<file path="src/rtl/rhh_pkg.sv">
// ----------------------------------------------------------------------------
// rhh_pkg
// Types and constants shared by the robin hood hash table and its hash unit.
// ----------------------------------------------------------------------------
`default_nettype none

package rhh_pkg;

    localparam logic [63:0] FNV_BASIS    = 64'hcbf29ce484222325;
    // prime is 2^40 + 0x1b3
    localparam int          FNV_SHIFT    = 40;
    localparam logic [63:0] FNV_PRIME_LO = 64'h1b3;

    localparam int DIB_W  = 16;
    localparam int KLEN_W = 4;

    localparam logic [1:0] OP_INSERT = 2'd0;
    localparam logic [1:0] OP_LOOKUP = 2'd1;
    localparam logic [1:0] OP_DELETE = 2'd2;

    localparam logic [1:0] ST_OK        = 2'd0;
    localparam logic [1:0] ST_NOT_FOUND = 2'd1;
    localparam logic [1:0] ST_FULL      = 2'd2;

    typedef enum logic [2:0] {
        S_CLEAR,
        S_IDLE,
        S_HASH,
        S_READ,
        S_CHECK,
        S_DONE
    } t_state;

    typedef struct packed {
        logic [63:0]       key;
        logic [63:0]       value;
        logic [31:0]       vsize;
        logic [DIB_W-1:0]  dib;
        logic [KLEN_W-1:0] klen;
        logic              tomb;
    } t_slot_data;

endpackage

`default_nettype wire

</file>
<file path="src/rtl/rhh_fnv.sv">
// ----------------------------------------------------------------------------
// rhh_fnv
// Iterative 64-bit FNV-1a hash, one key byte per cycle.
// ----------------------------------------------------------------------------
`default_nettype none

module rhh_fnv (
    input  wire logic        i_clk,
    input  wire logic        i_rst_n,
    input  wire logic        i_start,
    input  wire logic [63:0] i_key,
    input  wire logic [3:0]  i_len,
    output logic             o_done,
    output logic [63:0]      o_hash
);
    import rhh_pkg::*;

    logic        r_busy;
    logic [3:0]  r_cnt;
    logic [63:0] r_shift;
    logic [63:0] r_hash;
    logic [63:0] x;

    assign x      = r_hash ^ {56'd0, r_shift[7:0]};
    assign o_done = r_busy && (r_cnt == 4'd0);
    assign o_hash = r_hash;

    always_ff @(posedge i_clk) begin
        if (!i_rst_n) begin
            r_busy <= 1'b0;
        end else if (i_start) begin
            r_busy <= 1'b1;
        end else if (o_done) begin
            r_busy <= 1'b0;
        end
    end

    always_ff @(posedge i_clk) begin
        if (i_start) begin
            r_hash  <= FNV_BASIS;
            r_shift <= i_key;
            r_cnt   <= i_len;
        end else if (r_busy && r_cnt != 4'd0) begin
            r_hash  <= (x << FNV_SHIFT) + 64'(x * FNV_PRIME_LO);
            r_shift <= r_shift >> 8;
            r_cnt   <= r_cnt - 4'd1;
        end
    end

endmodule

`default_nettype wire

</file>
<file path="config.mk">
export PLATFORM = sky130hd
export DESIGN_NAME = rhh_fnv
export DESIGN_NICKNAME = d
export VERILOG_FILES = /design/src/rtl/rhh_pkg.sv /design/src/rtl/rhh_fnv.sv
export SDC_FILE = /design/constraint.sdc
export NUM_CORES = 1
export LEC_CHECK = 0
export ABC_AREA = 1
export BUFFER_PORTS_ARGS = -buffer_cell sky130_fd_sc_hd__buf_4
export CAP_MARGIN = 10
export CORE_MARGIN = 3
export CORE_UTILIZATION = 25
export CTS_BUF_LIST = sky130_fd_sc_hd__clkbuf_16
export CTS_CLUSTER_DIAMETER = 30
export CTS_CLUSTER_SIZE = 30
export DETAILED_ROUTE_END_ITERATION = 16
export SLEW_MARGIN = 10
export SYNTH_ARGS = -nofsm -noshare
export SYNTH_HDL_FRONTEND = slang
export SYNTH_SLANG_ARGS = --single-unit
export TNS_END_PERCENT = 50
</file>
<file path="constraint.sdc">
create_clock -name i_clk -period 9.5 [get_ports i_clk]
set_clock_uncertainty 0.1 [all_clocks]
set_input_delay 2.85 -clock i_clk [delete_from_list [all_inputs] [get_ports i_clk]]
set_output_delay 2.85 -clock i_clk [all_outputs]
set_load 0.02 [all_outputs]
</file>
# == After elaboration in Yosys (flattened, before gate mapping) ==
# Cells that the tools add are included.
# op_classes
addsub,2
multipliers,1
n_mux,6
n_bitwise,1
n_reduce_logical,6
# op_table
op,count
$mux W64,2
$add A64 B64 Y64,1
$mul A64 B9 Y64 const B,1
$xor A64 B8 Y64,1
$mux W4,2
$logic_not A4 Y1,1
$reduce_bool A2 Y1,2
$reduce_bool A4 Y1,1
$sub A4 B1 Y4 const B,1
$logic_and A1 B1 Y1,2
$mux W1,2
# totals
regBits,133
input_bits,71
output_inout_bits,65
word_cells,20

# == Longest topological paths before layout ==
# logic_depth
word_depth,4
mapped_depth,27

# == Least setup slack after synthesis ==
# Ideal clock, no wire load.
# synth_path
path_type,input -> register
from,input i_start
to,"register r_cnt[0], enable pin"
t_arrival_ns,4.550
t_required_ns,8.686
slack_ns,4.136
path_stages,4
n_path_buf,2
cell_sequence,clkbuf_1 -> inv_2 -> clkbuf_1 -> nand2_1
# synth_via
elab_chain_cells,1
# synth_rtl
element,line_no,source
start: declaration,rhh_fnv.sv:10,"input wire logic i_start,"
$reduce_bool A2 Y1 (no source line),--,
end signal: assignment,rhh_fnv.sv:42,r_cnt <= i_len;
end signal: assignment,rhh_fnv.sv:46,r_cnt <= r_cnt - 4'd1;
end: declaration,rhh_fnv.sv:19,logic [3:0] r_cnt;
# No other way between the ends.
# A chain may end at the register's enable or synchronous reset.

# == Final worst setup path ==
# layout_path
from,register r_shift[0]
to,"register r_hash[52], in the netlist o_hash[52]"
# layout_via
elab_chain_cells,3
# layout_rtl
element,line_no,source
start: declaration,rhh_fnv.sv:20,logic [63:0] r_shift;
start signal: assignment,rhh_fnv.sv:41,r_shift <= i_key;
start signal: assignment,rhh_fnv.sv:45,r_shift <= r_shift >> 8;
$xor A64 B8 Y64 (*),rhh_fnv.sv:24,"assign x = r_hash ^ {56'd0, r_shift[7:0]};"
via x[0],rhh_fnv.sv:22,logic [63:0] x;
$mul A64 B9 Y64,rhh_fnv.sv:44,r_hash <= (x << FNV_SHIFT) + 64'(x * FNV_PRIME_LO);
$add A64 B64 Y64 (*),rhh_fnv.sv:44,
end signal: assignment,rhh_fnv.sv:44,
end: declaration,rhh_fnv.sv:21,logic [63:0] r_hash;
# The timed path passes the listed nets; every way through them passes the cells marked *.

==> summary.txt <==
Detailed routing
  – Routed Antenna Nets: 0
  – Vias per inst: 4.27
  – 1st-pass router iterations: 6
  – DR vias: 16,232
  – Residual DRC count: 0
  – Starting DRC count in detailed routing: 1,164
  – Drt total wl: 61,500 um
  – Wire length per cell: 16.2 um

Floorplan
  – Die Y-Extent: 286 um
  – Initial Util: 25.5%
  – Die X: 286 um
  – Core area: 76,700 um^2
  – Row cnt: 101
  – I/O Pins: about 140
  – Die ar.: 81,600 um^2

Yosys
  – Synth warn: 0
  – Gate Count Post-Synth: 2,687
  – Area share of the leading cell type in the synthesized netlist: 21.7%
  – Post-synth top area cell: fa_1
  – Simple-Gate Fraction of Synth Area: a little under a quarter
  – Post-synthesis xor/xnor area fraction: 3.50%
  – Largest family of logic cells by synthesized area: adder cells
  – Register area share after synthesis: 17.1%
  – Mapped Nets: 3,173
  – Ranking of synthesized cells by area: fa_1, nand2_1, inv_1
  – Mapped Avg Cell Area: 7.27 um^2
  – Synth Area in Compound Gates: 4.70%
  – Seq cells post-synth: 133
  – Synth Cell Area: slightly below 20,000 um^2
  – Multiplexer share of the synthesized area: 0%
  – Synth Area in Adders: roughly a third
  – Count of different cell masters after synthesis: 40

Min path
  – Hold crit path type: reg -> reg

STA
  – Final Max Tran Viols: 0
  – Final Cycle Share: 61.5%
  – RSZ-0062 raised after global routing: false
  – Endpoints failing setup: 0
  – Rel. slew slack: 31.6%
  – Final Hold Fails: 0
  – Fmax: 171 MHz
  – Crit path time final: a little under 6 ns
  – TNS Setup: 0 ns
  – Worst slew pin tran: 1.02 ns

Place
  – DP HPWL: 53,100 um
  – GPL Wtd Cong: about 0.99
  – I/O Buffers: 135
  – Placed Cells: 3,765

Final layout
  – Commonest non-fill, non-tap cell in the layout: nand2_1
  – Commonest cells after routing, fill and taps aside: nand2_1, inv_1, fa_1
  – Share of cells above drive strength 1: 9.58%
  – Filler Cell Count: 8,470
  – Fin nets: 3,240
  – Area Overhead vs Synth: 12.0%
  – Antenna cell count: 0
  – Final std cells w/o fill: between 3,000 and 4,000

Worst setup path
  – FF-to-FF path depth: 21
  – Crit. End Element: flop
  – Required time worst endpoint: roughly 9.7 ns
  – Cell count along the critical path: 21
  – Critical Path Max Stage Delay: 0.77 ns
  – R2r startpoint: r_shift[0]
  – CP Capture Point: o_hash[52]
  – Startpoint types: flop
  – CP dominant cell by count: nand2_1
  – Critical path's slowest cell: xnor2_1
  – Crit path cell chain: xnor2_1, inv_1, ha_1, xor2_1, ha_1, or2_2, fa_1, fa_1, ha_1, ha_1, nand2_1, nor2_1, nand3_1, nand2_1, nand2_1, nand2_1, nand3_1, nand3_1, nand2_1, nand3_1, nand2_1
  – Setup slack, reg-to-reg: around 3.7 ns
  – Worst Path Class, Setup: reg -> reg
  – Crit-path leading delay family: adder cells
  – Crit path launch: r_shift[0]
  – CP max FO: 4
  – Worst EP arrival: 6.08 ns
  – Crit path buf inv count: 1
  – Reg2reg end: o_hash[52]

CTS
  – Worst skew pair latency: roughly 0.45 ns
  – TritonCTS clock tree: built
  – Hold_buf cts: 0
  – Post-CTS setup buffer count: 0
  – Root buffer cell: clkbuf_16
  – H-tree Lvls: 4
  – Longest Clk Path Bufs: 2
  – Clock sink count: 133
  – # resized after CTS: 0
  – Reg clk slew, reported paths: 0.07 ns
  – TritonCTS Buffers: 17

Global routing
  – Initial antenna violation count: 1
  – All-layer global routing usage: 15.2%
  – GRT Residual Overflow: 0
  – First-pass GRT wire length: 94,900 um
  – Number of global-route vias before repair: 16,182
  – Largest net degree at the start of global routing: 72

Outcome
  – Result of the run: completed

Job
  – # Max-Cap Violations: 0
-- worst register-to-register path, stage by stage, from the launching register on --
cell	delay, ns
edfxtp_1	0.38
xnor2_1	0.77
inv_1	0.30
ha_1	0.32
xor2_1	0.21
ha_1	0.21
or2_2	0.30
fa_1	0.53
fa_1	0.43
ha_1	0.29
ha_1	0.35
nand2_1	0.12
nor2_1	0.33
nand3_1	0.13
nand2_1	0.28
nand2_1	0.09
nand2_1	0.18
nand3_1	0.13
nand3_1	0.11
nand2_1	0.05
nand3_1	0.07
nand2_1	0.06
-- kinds of logic (layout without fill, tap and decap cells) --
kind of cell,after synthesis,after routing
simple gates,1075,1075
compound gates,165,165
fa+ha+maj,415,415
xor+xnor,78,78
buf+inv,821,901
flops,133,133
-- synth_stat cells (all sizes together) --
cell and number:
o21ai 45, dfxtp 65, buf 61, and2 7
o22ai 4, clkbuf 31, a22o 1, xor2 61
and3 2, inv 729, nor2 148, fa 212
edfxtp 68, nand3b 9, a21boi 2, ha 203
nand4 17, nor4 1, nor3 15, or2 8
a31o 1, a21oi 82, a21o 12, nand2 776
nand3 92, o211ai 3, xnor2 17, o21bai 15
-- per-layer routing --
layer	wire, um	track usage, %
met5	0	0
met4	1790	4.41
met3	4550	2.92
met2	27300	24.3
met1	27900	20.8
-- per-stage QoR --
stage	hold slack (ns)	setup WS [ns]	instance area [um^2]	utilization, %
CTS	0.406	3.74	21900	28.5
global placement	0.393	3.72	21300	27.8
floorplan	0.386	4.14	19500	-
finish	0.404	3.66	21900	28.5
detailed placement	0.394	3.73	21300	27.8
global route	0.430	3.35	21900	28.5
-- worst min-delay path by stage --
stage                            from          end  slack, ns  cells after the start
after floorplan            o_hash[63]   o_hash[63]       0.39                      2
after global placement    r_shift[29]  r_shift[21]       0.39                      2
after detailed placement  r_shift[39]  r_shift[31]       0.39                      2
after CTS                 r_shift[37]  r_shift[29]       0.41                      2
after global routing      r_shift[45]  r_shift[37]       0.43                      2
final                     r_shift[44]  r_shift[36]       0.40                      2
-- sequential cells by signal, summed over array words and instances, names as in the netlist --
name / count
r_cnt: 4
r_busy: 1
o_hash: 64
r_shift: 64
-- layout make-up --
| class | count | area [um^2] | area share (%) |
|---|---|---|---|
| multi-input cells | 1733 | 12900 | 59.0 |
| flip-flops and latches | 133 | 3340 | 15.3 |
| inverters | 729 | 2740 | 12.5 |
| well taps | 1030 | 1290 | 5.89 |
| repair buffers | 140 | 1050 | 4.80 |
| clock buffers | 17 | 425 | 1.94 |
| clock inverters | 15 | 138 | 0.629 |
Power is not shown: default switching activity piles up to over one toggle a cycle in this logic, so the estimate is an artifact.
